--- config.mk ---
export PLATFORM = sky130hd
export DESIGN_NAME = ble_adv_uuid_classifier_table_top
export DESIGN_NICKNAME = d
export VERILOG_FILES = /design/src/rtl/bleuc_pkg.sv /design/src/rtl/bleuc_parser.sv /design/src/rtl/bleuc_cell.sv /design/src/rtl/ble_adv_uuid_classifier_table_top.sv
export SDC_FILE = /design/constraint.sdc
export NUM_CORES = 2
export LEC_CHECK = 0
export BUFFER_PORTS_ARGS = -buffer_cell sky130_fd_sc_hd__buf_2
export CAP_MARGIN = 20
export CORE_ASPECT_RATIO = 0.8
export CORE_MARGIN = 2
export CORE_UTILIZATION = 40
export CTS_BUF_LIST = sky130_fd_sc_hd__clkbuf_16
export CTS_CLUSTER_SIZE = 40
export DETAILED_ROUTE_END_ITERATION = 8
export GPL_TIMING_DRIVEN = 0
export SETUP_SLACK_MARGIN = 0.1
export SLEW_MARGIN = 30
export SYNTH_ARGS = -nofsm -noshare
export SYNTH_HDL_FRONTEND = slang
export SYNTH_HIERARCHICAL = 1
export SYNTH_SLANG_ARGS = --single-unit
--- constraint.sdc ---
create_clock -name i_clk -period 7.6 [get_ports i_clk]
set_clock_uncertainty 0.05 [all_clocks]
set_input_delay 0.38 -clock i_clk [delete_from_list [all_inputs] [get_ports i_clk]]
set_output_delay 0.38 -clock i_clk [all_outputs]
set_load 0.1 [all_outputs]
--- src/rtl/bleuc_pkg.sv ---
package bleuc_pkg;

    localparam int TableDepth = 30;
    localparam int IdxW = $clog2(TableDepth);
    localparam int CntW = $clog2(TableDepth + 1);

    localparam logic [15:0] CodeClass1 = 16'h3082;
    localparam logic [15:0] CodeClass2 = 16'h3081;
    localparam logic [15:0] CodeClass3 = 16'h3083;

    localparam logic [7:0] TypeList16A  = 8'h02;
    localparam logic [7:0] TypeList16B  = 8'h03;
    localparam logic [7:0] TypeList32A  = 8'h04;
    localparam logic [7:0] TypeList32B  = 8'h05;
    localparam logic [7:0] TypeList128A = 8'h06;
    localparam logic [7:0] TypeList128B = 8'h07;

    typedef enum logic [1:0] {
        CLS_NONE = 2'd0,
        CLS_ONE  = 2'd1,
        CLS_TWO  = 2'd2,
        CLS_THREE = 2'd3
    } t_class;

    typedef enum logic [1:0] {
        ST_NONE    = 2'd0,
        ST_UPDATED = 2'd1,
        ST_INSERTED = 2'd2,
        ST_DROPPED = 2'd3
    } t_status;

    typedef enum logic [1:0] {
        S_IDLE   = 2'd0,
        S_SEARCH = 2'd1,
        S_RESULT = 2'd2
    } t_state;

    typedef struct packed {
        logic        op;
        logic [7:0]  data_byte;
        logic [7:0]  payload_length;
        logic        last_byte;
        logic [47:0] device_address;
        logic signed [7:0] signal_strength;
    } t_in_beat;

    typedef struct packed {
        logic [1:0] device_class;
        logic [1:0] entry_status;
        logic [4:0] entry_index;
        logic [4:0] entry_count;
    } t_out_beat;

    // search token passed along the cell chain
    typedef struct packed {
        logic        valid;
        logic        hit;
        logic [47:0] addr;
        logic [IdxW-1:0] hit_idx;
    } t_token;

endpackage

--- src/rtl/bleuc_parser.sv ---
module bleuc_parser (
    input  logic                  i_clk,
    input  logic                  i_rst_n,
    input  logic                  i_en,
    input  logic                  i_end,
    input  logic [7:0]            i_byte,
    input  logic [7:0]            i_plen,
    output bleuc_pkg::t_class     o_class
);
    import bleuc_pkg::*;

    logic [7:0] r_pos, r_nhp, r_type, r_flen, r_prev;
    t_class     r_cls;
    logic       r_stop;
    logic [7:0] n_pos, n_nhp, n_type, n_flen;
    t_class     n_cls;
    logic       n_stop;
    logic [7:0] start, d;
    logic [8:0] sum;
    logic [15:0] code;
    logic       hit;

    assign o_class = r_cls;
    assign start = r_nhp - r_flen;
    assign d = r_pos - start;
    assign sum = {1'b0, r_pos} + {1'b0, i_byte};
    assign code = {i_byte, r_prev};

    // walk length-type structures
    always_comb begin
        n_pos = (r_pos == 8'hFF) ? r_pos : r_pos + 8'd1;
        n_nhp = r_nhp; n_type = r_type; n_flen = r_flen;
        n_cls = r_cls; n_stop = r_stop; hit = 1'b0;
        if (!r_stop && r_pos < i_plen) begin
            if (r_pos == r_nhp) begin
                if (i_byte == 8'd0 || sum >= {1'b0, i_plen}) begin
                    n_stop = 1'b1;
                end else begin
                    n_flen = i_byte - 8'd1;
                    n_nhp = sum[7:0] + 8'd1;
                end
            end else if (start >= 8'd1 && r_pos == start - 8'd1) begin
                n_type = i_byte;
            end else if (r_pos >= start && r_pos < r_nhp) begin
                if (r_type == TypeList16A || r_type == TypeList16B) begin
                    hit = d[0];
                end else if (r_type == TypeList32A || r_type == TypeList32B) begin
                    hit = d[1:0] == 2'd1 && ({1'b0, d} + 9'd2) < {1'b0, r_flen};
                end else if (r_type == TypeList128A || r_type == TypeList128B) begin
                    hit = d[3:0] != 4'd0
                        && ({1'b0, d[7:4], 4'd0} + 9'd15) < {1'b0, r_flen};
                end
                if (hit) begin
                    if (code == CodeClass1) begin
                        n_cls = CLS_ONE;
                    end else if (code == CodeClass3) begin
                        if (r_cls != CLS_ONE) n_cls = CLS_THREE;
                    end else if (code == CodeClass2) begin
                        if (r_cls == CLS_NONE) n_cls = CLS_TWO;
                    end
                end
                if (n_cls == CLS_ONE) n_stop = 1'b1;
            end
        end
    end

    always_ff @(posedge i_clk) begin
        if (!i_rst_n || i_end) begin
            r_pos <= '0; r_nhp <= '0; r_type <= '0; r_flen <= '0;
            r_prev <= '0; r_cls <= CLS_NONE; r_stop <= 1'b0;
        end else if (i_en) begin
            r_pos <= n_pos; r_nhp <= n_nhp; r_type <= n_type; r_flen <= n_flen;
            r_prev <= i_byte; r_cls <= n_cls; r_stop <= n_stop;
        end
    end
endmodule

--- src/rtl/bleuc_cell.sv ---
module bleuc_cell (
    input  logic                          i_clk,
    input  logic                          i_rst_n,
    input  logic [bleuc_pkg::IdxW-1:0]    i_idx,
    input  logic                          i_used,
    input  logic                          i_wr,
    input  logic [47:0]                   i_wr_addr,
    input  logic [7:0]                    i_wr_rssi,
    input  logic                          i_wr_cls_en,
    input  bleuc_pkg::t_class             i_wr_cls,
    input  bleuc_pkg::t_token             i_tok,
    output bleuc_pkg::t_token             o_tok
);
    import bleuc_pkg::*;

    logic [47:0] r_addr;
    logic [7:0]  r_rssi;
    t_class      r_cls;
    t_token      r_tok;
    t_token      n_tok;

    assign o_tok = r_tok;

    // store one table entry
    always_ff @(posedge i_clk) begin
        if (i_wr) begin
            r_addr <= i_wr_addr;
            r_rssi <= i_wr_rssi;
            if (i_wr_cls_en) r_cls <= i_wr_cls;
        end
    end

    // compare against this entry; first hit wins
    always_comb begin
        n_tok = i_tok;
        if (i_tok.valid && !i_tok.hit && i_used && r_addr == i_tok.addr) begin
            n_tok.hit = 1'b1;
            n_tok.hit_idx = i_idx;
        end
    end

    // hand token to next cell; drop stale tokens at reset
    always_ff @(posedge i_clk) begin
        if (!i_rst_n) begin
            r_tok <= '0;
        end else begin
            r_tok <= n_tok;
        end
    end
endmodule

--- src/rtl/ble_adv_uuid_classifier_table_top.sv ---
// BLE advertising UUID classifier with seen-device table.
// Input channel: one beat per payload byte (op 0) or a table clear (op 1).
// Output channel: one beat per op 0 beat with last_byte set.
// Non-last bytes and clears are taken without a stall. A last byte starts
// a search token on the next cycle that passes down a chain of TableDepth
// entry cells, one cell per cycle; the result beat is registered from the
// chain end, and the chain length sets the per-advertisement time. From
// the search until the result beat is taken, o_stall holds off new beats.
// The table is empty after reset and after a clear.
// While a result waits on i_stall no new beat is accepted.
module ble_adv_uuid_classifier_table_top (
    input  logic                   i_clk,
    input  logic                   i_rst_n,
    input  logic                   i_valid,
    output logic                   o_stall,
    input  bleuc_pkg::t_in_beat    i_data,
    output logic                   o_valid,
    input  logic                   i_stall,
    output bleuc_pkg::t_out_beat   o_data
);
    import bleuc_pkg::*;

    t_state r_state, n_state;
    logic [CntW-1:0] r_used;
    logic [IdxW:0] r_cnt;
    t_class cls;
    t_token tok_in;
    t_token toks [TableDepth+1];
    logic [47:0] r_addr;
    logic [7:0]  r_rssi;
    t_class      r_cls;
    t_out_beat   r_out;
    logic acc, pkt_end, wr_any, wr_cls;
    logic [IdxW-1:0] wr_idx;
    t_token fin;

    assign o_stall = r_state != S_IDLE;
    assign acc = i_valid && !o_stall;
    assign pkt_end = acc && !i_data.op && i_data.last_byte;

    bleuc_parser u_parser (
        .i_clk(i_clk), .i_rst_n(i_rst_n),
        .i_en(acc && !i_data.op), .i_end(r_state == S_SEARCH && r_cnt == '0),
        .i_byte(i_data.data_byte), .i_plen(i_data.payload_length),
        .o_class(cls)
    );

    // launch token in the cycle after the last byte, when the parser has folded it in
    assign tok_in.valid = r_state == S_SEARCH && r_cnt == '0;
    assign tok_in.hit = 1'b0;
    assign tok_in.addr = r_addr;
    assign tok_in.hit_idx = '0;
    assign toks[0] = tok_in;
    assign fin = toks[TableDepth];

    // write on final hit or insert
    always_comb begin
        wr_any = 1'b0; wr_cls = 1'b0; wr_idx = '0;
        if (fin.valid && r_cls != CLS_NONE) begin
            if (fin.hit) begin
                wr_any = 1'b1; wr_idx = fin.hit_idx;
            end else if (r_used < CntW'(TableDepth)) begin
                wr_any = 1'b1; wr_cls = 1'b1; wr_idx = r_used[IdxW-1:0];
            end
        end
    end

    for (genvar g = 0; g < TableDepth; g++) begin : g_cell
        bleuc_cell u_cell (
            .i_clk(i_clk), .i_rst_n(i_rst_n),
            .i_idx(IdxW'(g)), .i_used(CntW'(g) < r_used),
            .i_wr(wr_any && wr_idx == IdxW'(g)), .i_wr_addr(r_addr),
            .i_wr_rssi(r_rssi), .i_wr_cls_en(wr_cls), .i_wr_cls(r_cls),
            .i_tok(toks[g]), .o_tok(toks[g+1])
        );
    end

    // next state
    always_comb begin
        n_state = r_state;
        case (r_state)
            S_IDLE:   if (pkt_end) n_state = S_SEARCH;
            S_SEARCH: if (fin.valid) n_state = S_RESULT;
            S_RESULT: if (!i_stall) n_state = S_IDLE;
            default:  n_state = S_IDLE;
        endcase
    end

    // outputs
    always_comb begin
        o_valid = r_state == S_RESULT;
        o_data = r_out;
    end

    always_ff @(posedge i_clk) begin
        if (!i_rst_n) begin
            r_state <= S_IDLE;
            r_used <= '0;
            r_cnt <= '0;
        end else begin
            r_state <= n_state;
            if (acc && i_data.op) r_used <= '0;
            if (wr_cls) r_used <= r_used + 1'b1;
            if (pkt_end) r_cnt <= '0;
            else if (r_state == S_SEARCH && r_cnt == '0) r_cnt <= r_cnt + 1'b1;
        end
    end

    // capture packet and result payload
    always_ff @(posedge i_clk) begin
        if (pkt_end) begin
            r_addr <= i_data.device_address;
            r_rssi <= i_data.signal_strength;
        end
        if (tok_in.valid) r_cls <= cls;
        if (fin.valid && r_state == S_SEARCH) begin
            r_out.device_class <= r_cls;
            r_out.entry_status <= ST_NONE;
            r_out.entry_index <= '0;
            r_out.entry_count <= 5'(r_used);
            if (r_cls != CLS_NONE) begin
                if (fin.hit) begin
                    r_out.entry_status <= ST_UPDATED;
                    r_out.entry_index <= 5'(fin.hit_idx);
                end else if (wr_cls) begin
                    r_out.entry_status <= ST_INSERTED;
                    r_out.entry_index <= 5'(r_used);
                    r_out.entry_count <= 5'(r_used + 1'b1);
                end else begin
                    r_out.entry_status <= ST_DROPPED;
                end
            end
        end
    end

    a_count_range: assert property (@(posedge i_clk) disable iff (!i_rst_n)
        r_used <= CntW'(TableDepth)) else $error("table count overflow");
    a_no_accept_busy: assert property (@(posedge i_clk) disable iff (!i_rst_n)
        r_state != S_IDLE |-> o_stall) else $error("accept while busy");
    a_status_idx: assert property (@(posedge i_clk) disable iff (!i_rst_n)
        o_valid && (o_data.entry_status == ST_NONE || o_data.entry_status == ST_DROPPED)
        |-> o_data.entry_index == '0) else $error("index without entry");
    a_class_status: assert property (@(posedge i_clk) disable iff (!i_rst_n)
        o_valid && o_data.device_class == CLS_NONE |-> o_data.entry_status == ST_NONE)
        else $error("status on unclassified");
endmodule
After elaboration in Yosys (flattened, before gate mapping)
Index checks and enable logic that the tools add are counted.

Add/sub/neg operators: 11. $lt $le $gt $ge: 38. Equal/unequal tests: 81. Mux-type cells: 100. Bitwise gates (word level): 6. Reduce and logical (&&, ||, !) cells: 216.

Operator list (count): 48-bit equality test (30); 1-bit logical AND (131); 5-bit 2-to-1 mux (21); 5-bit equality test, second input constant (14); 5-bit < comparator, first input constant (14); 2-bit OR reduction (30); 1-bit 2-to-1 mux (49); 16-bit by 14-bit equality test with 1-bit output, second input constant (3); 5-bit by 4-bit equality test with 1-bit output, second input constant (8); 4-bit by 5-bit < comparator with 1-bit output, first input constant (8); 1-bit logical NOT (33); 8-bit by 3-bit equality test with 1-bit output, second input constant (4); 4-bit 2-to-1 mux (8); 2-bit 2-to-1 mux (15); 5-bit by 3-bit equality test with 1-bit output, second input constant (4); 3-bit by 5-bit < comparator with 1-bit output, first input constant (4); 9-bit by 8-bit < comparator with 1-bit output (2); 8-bit by 1-bit adder with 8-bit output, second input constant (2); 8-bit by 2-bit equality test with 1-bit output, second input constant (2); 8-bit equality test (2); 8-bit < comparator (2); 8-bit by 1-bit subtractor with 8-bit output, second input constant (2); 8-bit subtractor (2); 3-bit 2-to-1 mux (4); 34 further kinds (58).

Bits in registers: 3153. Input port bits: 78. Output and inout bits: 16.

Logic depth before layout (Yosys ltp)
Word-level depth: 22. Depth in mapped cells: 24.

Modules after synthesis
Netlist, hierarchy kept.

By module, submodules not included: bleuc_cell (times used 30, cells an instance 240, area an instance 3533.4 um^2); bleuc_parser (times used 1, cells an instance 503, area an instance 4205.3 um^2); ble_adv_uuid_classifier_table_top (times used 1, cells an instance 291, area an instance 3603.5 um^2).

Least setup slack after synthesis
OpenSTA, ideal clock, no wires.

Path type: reg-to-reg. From: register u_parser.r_nhp[0]. To: register u_parser.r_cls[1] (netlist: u_parser/o_class[1]). Library setup time: 58 ps. Arrival time: 5173 ps. Slack: 2319 ps. Cell stages (with the launch flop): 25. Buffers on the path: 0. Clock period less this slack: 5281 ps. Cell sequence: dfxtp_1 > inv_1 > ha_1 > inv_1 > fa_1 > inv_1 > ha_1 > nor2b_1 > o21ai_0 > nand2b_1 > maj3_1 > maj3_1 > maj3_1 > a21oi_1 > xnor2_1 > xnor2_1 > ha_1 > nand2_1 > nand4_1 > a211oi_1 > o311a_2 > nor2_1 > or4b_4 > a2111oi_2 > o21a_1.

Word-level cells in the longest chain between the ends: 17. Elaborated cells on any way between the ends: 33. Classes of those cells: add/sub: 5; order compare: 5; eq/ne: 3; mux: 12; bitwise: 2; reduce/logical: 6.

RTL lines: from (decl) (line bleuc_parser.sv:12) `logic [7:0] r_pos, r_nhp, r_type, r_flen, r_prev;`; from (signal assigned) (line bleuc_parser.sv:72) `r_pos <= n_pos; r_nhp <= n_nhp; r_type <= n_type; r_flen <= n_flen;`; 8-bit subtractor (line bleuc_parser.sv:24) `assign start = r_nhp - r_flen;`; 8-bit subtractor (line bleuc_parser.sv:25) `assign d = r_pos - start;`; 8-bit by 4-bit adder with 9-bit output (line bleuc_parser.sv:51) `&& ({1'b0, d[7:4], 4'd0} + 9'd15) < {1'b0, r_flen};`; 9-bit by 8-bit < comparator with 1-bit output (line bleuc_parser.sv:51); 1-bit logical AND (line bleuc_parser.sv:51); 1-bit 2-to-1 mux (line bleuc_parser.sv:49) `end else if (r_type == TypeList128A || r_type == TypeList128B) begin`; 1-bit 2-to-1 mux (line bleuc_parser.sv:47) `end else if (r_type == TypeList32A || r_type == TypeList32B) begin`; 1-bit 2-to-1 mux (line bleuc_parser.sv:45) `if (r_type == TypeList16A || r_type == TypeList16B) begin`; 1-bit 2-to-1 mux (line bleuc_parser.sv:44) `end else if (r_pos >= start && r_pos < r_nhp) begin`; 1-bit 2-to-1 mux (line bleuc_parser.sv:42) `end else if (start >= 8'd1 && r_pos == start - 8'd1) begin`; 1-bit 2-to-1 mux (line bleuc_parser.sv:35) `if (r_pos == r_nhp) begin`; 1-bit 2-to-1 mux (line bleuc_parser.sv:34) `if (!r_stop && r_pos < i_plen) begin`; 2-bit 2-to-1 mux (line bleuc_parser.sv:53) `if (hit) begin`; 2-bit 2-to-1 mux (line bleuc_parser.sv:44); 2-bit 2-to-1 mux (line bleuc_parser.sv:42); 2-bit 2-to-1 mux (line bleuc_parser.sv:35); 2-bit 2-to-1 mux (line bleuc_parser.sv:34); to (signal assigned) (line bleuc_parser.sv:73) `r_prev <= i_byte; r_cls <= n_cls; r_stop <= n_stop;`; to (decl) (line bleuc_parser.sv:13) `t_class r_cls;`.

Several ways; a longest one is shown, not always the timed one. The select of a mux whose other input is x is not followed. A chain may end at the register's enable or synchronous reset.

Final worst setup path
Same ends and word-level chain as after synthesis.

==> results.yml <==
pwr:
  p_int_mw: 26.84
  powerDensity_mw_per_mm2: 257.4
  worst_ir_drop_vdd_uv: 171.1
  comb_power_share_pct: 4.0
  swShare_pct: 21.62
  total_switching_power_mw: 7.401
  fin_total_pwr_mw: 34.24
  p_leak_nw: 52.37
  sequentialPowerShare_pct: 52.2
  power_frac_clock_pct: 43.8
critical_path:
  worstPathBufferInverterCount: 3
  crit-reg2reg-capture: "u_parser/o_class[1]$_SDFFE_PP0P_"
  cp-end-kind: "flop"
  timing.critical_path.cells: "inv_1 -> ha_1 -> inv_1 -> fa_1 -> inv_1 -> ha_1 -> nor2b_1 -> o21ai_0 -> nand2b_1 -> maj3_1 -> maj3_1 -> maj3_1 -> a21oi_1 -> xnor2_1 -> xnor2_1 -> ha_1 -> nand2_1 -> nand4_1 -> a211oi_1 -> o311a_2 -> nor2_1 -> or4b_4 -> a2111oi_2 -> o21a_1"
  reg2reg_slack_ps: 1680
  crit-reg2reg-launch: "u_parser/r_nhp[0]$_SDFFE_PP0P_"
  worst_setup_path_start_kind: "flop"
  timing_worst_setup_path_type: "reg2reg"
  r2r.worst_path.cells: 24
  crit_fanout: 3
  worst-endpoint-required_ps: 8360
  slowest_delay_ps: 540
  critical_path_arrival_ps: 6680
  worst_path_dominant_cell_family: "adder cells"
  critical_path.slowest_cell: "fa_1"
route:
  finalWirelength_mm: 298.4
  num_vias: 61730
  drt_pass1_iterations: 5
  count_of_unresolved_drc_violations_after_routing: 0
  drt.antenna.violating_nets: 0
  drtIter0Drc: 5586
  wl_per_cell_um: 23.47
  detail_route.vias_per_cell: 4.857
global_route:
  grt_max_degree: 63
  globalRouteMet3Util_pct: 3.659
  grt_remaining_overflow: 0
  grt.met2_usage_pct: 31.76
  grt_antenna_before_repair: 34
  groute.layer.met1.usage_pct: 30.00
  grt_busiest_layer: "met2"
  grt_pass1_wl_mm: 428.4
  vias_in_the_first_global_route: 61910
  grt_usage_pct: 20.65
clocking:
  clockBufferDepth: 4
  cts_inserted_buffers: 313
  cts_root_buf: "clkbuf_16"
  clock_insertion_delay_worst_skew_ps: 860
  post_cts_buffers: 0
  path_clk_slew_ps: 70
  tritoncts: "yes"
  htree_num_levels: 5
  cts.sinks: 3161
synth:
  synth_warnings: 6
  mean_syn_cell_area_um2: 14.24
  synth_cells: 7887
  synth.cell_area_mm2: 0.1123
hold_path:
  whs_endpoint: "r_used[1]$_SDFFE_PN0P_"
  holdCritPathClass: "in2reg"
  min_path_cells: 4
  hold_path.startpoint: "i_data[73]"
sta:
  max-slew-margin-rel_pct: 28.12
  period_share_pct: 77.90
  setup_repair_after_global_routing_missed_its_margin: "false"
  tightest_slew_ps: 1048
  final.min_clock_period_ps: 5921
  top_achievable_clock_speed_ghz: 0.1689
  timing_hold_violations_final: 0
  slew_viol_final: 0
  whs_ps: 52.60
  setup_viol: 0
  timing.setup.tns_ps: 0
die:
  fp.dieArea_mm2: 0.2850
  core.rowCount: 173
  boundaryPins: 94
  dieHeight_um: 477.9
  coreArea_mm2: 0.2786
  floorplan.initialDensity_pct: 40.31
  fp.dieW_um: 596.4
cells_and_area:
  drive_above_1_share_pct: 11.17
  syn_to_final_growth_pct: 18.46
  fillers: 23810
  layout.nets: 8904
run:
  cap_violations: 0
placed_design:
  place_congestion: 0.8585
  dpl.hpwl_mm: 230.2
  buffer_ports.inserted: 85
outcome:
  run_status: "complete, no violations"
==> cell type report <==
cell class	instances	area, um^2	share of cell area [%]
clock buffers	332	8308	6.246
plain buffers	204	790.8	0.5945
inverters	63	239.0	0.1797
diodes	17	42.54	0.03198
clock inverters	242	1699	1.277
multi-input cells	4614	33740	25.37
flip-flops and latches	3161	78340	58.89
well taps	3675	4598	3.457
repair buffers	402	5268	3.960
==> routing by layer <==
layer  up-vias  wire length, um
li1      28590                -
met1     31070           139500
met2      1678           132000
met3       389            19110
met4         4             7755
met5         -               27
==> worst reg2reg max path: stages, from the launching register on <==
cell,delay [ps]
dfxtp_1,320
inv_1,150
ha_1,200
inv_1,50
fa_1,540
inv_1,100
ha_1,300
nor2b_1,130
o21ai_0,150
nand2b_1,180
maj3_1,370
maj3_1,390
maj3_1,350
a21oi_1,180
xnor2_1,190
xnor2_1,160
ha_1,270
nand2_1,70
nand4_1,120
a211oi_1,280
o311a_2,220
nor2_1,60
or4b_4,520
a2111oi_2,360
o21a_1,150
==> power by group through the flow <==
stage | sequential (mW) | clock (mW) | combinational [mW]
after global placement | 18.4 | 0 | 1.09
final | 17.9 | 15.0 | 1.36
after detailed placement | 18.2 | 0 | 1.33
after CTS | 17.9 | 15.3 | 1.35
after global routing | 17.9 | 16.0 | 1.50
after floorplan | 18.2 | 0 | 0.793
==> cells in the final DEF (no fill, tap or decap), types with 54 or more instances in the layout <==
master / instances
dfxtp_1: 1657
edfxtp_1: 1504
xor2_1: 1428
and2_1: 1394
nand2_1: 396
clkbuf_16: 332
nor4_1: 245
clkbuf_1: 196
mux2i_1: 173
conb_1: 157
inv_1: 122
buf_8: 105
nor4_2: 90
buf_2: 88
buf_6: 82
clkinv_1: 74
nor2_1: 71
nand4_1: 69
ha_1: 64
buf_16: 60
dlygate4sd3_1: 58
xnor2_1: 56
clkinv_2: 54
==> how the worst max path moves through the flow <==
stage / start / endpoint / cells after the start
after floorplan: u_parser/r_nhp[0]$_SDFFE_PP0P_ / u_parser/o_class[1]$_SDFFE_PP0P_ / 24
after global placement: g_cell[29].u_cell/o_tok[54]$_SDFF_PN0_ / g_cell[20].u_cell/r_addr[18]$_DFFE_PP_ / 4
after detailed placement: u_parser/r_nhp[0]$_SDFFE_PP0P_ / u_parser/o_class[1]$_SDFFE_PP0P_ / 24
after CTS: u_parser/r_nhp[0]$_SDFFE_PP0P_ / u_parser/o_class[1]$_SDFFE_PP0P_ / 24
after global routing: u_parser/r_nhp[0]$_SDFFE_PP0P_ / u_parser/o_class[1]$_SDFFE_PP0P_ / 24
final: u_parser/r_nhp[0]$_SDFFE_PP0P_ / u_parser/o_class[1]$_SDFFE_PP0P_ / 24
==> repair_timing <==
item / in CTS / in global routing
hold buffers: 58 / 0
gates resized for setup: 0 / 0
endpoints found under the hold margin: 76 / 0
==> stage by stage <==
step                      setup slack, ps  instances  utilization, %  area, um^2
after floorplan                      2319       8042               -      112900
after global placement              471.5      11800           42.32      117900
after detailed placement             1746      12060           43.93      122400
after CTS                            1718      12690           47.73      133000
after global routing                 1304      12690           47.74      133000
final                                1679      12710           47.75      133000
==> registers in the layout, indices dropped and copies added (netlist names), 2 cells and up <==
register,flops
r_used,5
u_parser/r_nhp,8
r_cnt,6
u_parser/r_pos,8
r_addr,48
g_cell.u_cell/r_addr,1440
r_state,2
u_parser/r_type,7
u_parser/r_flen,8
u_parser/r_prev,8
r_cls,2
o_data,14
g_cell.u_cell/o_tok,1602
u_parser/o_class,2
Note: power is estimated with default switching activity, not from simulation.
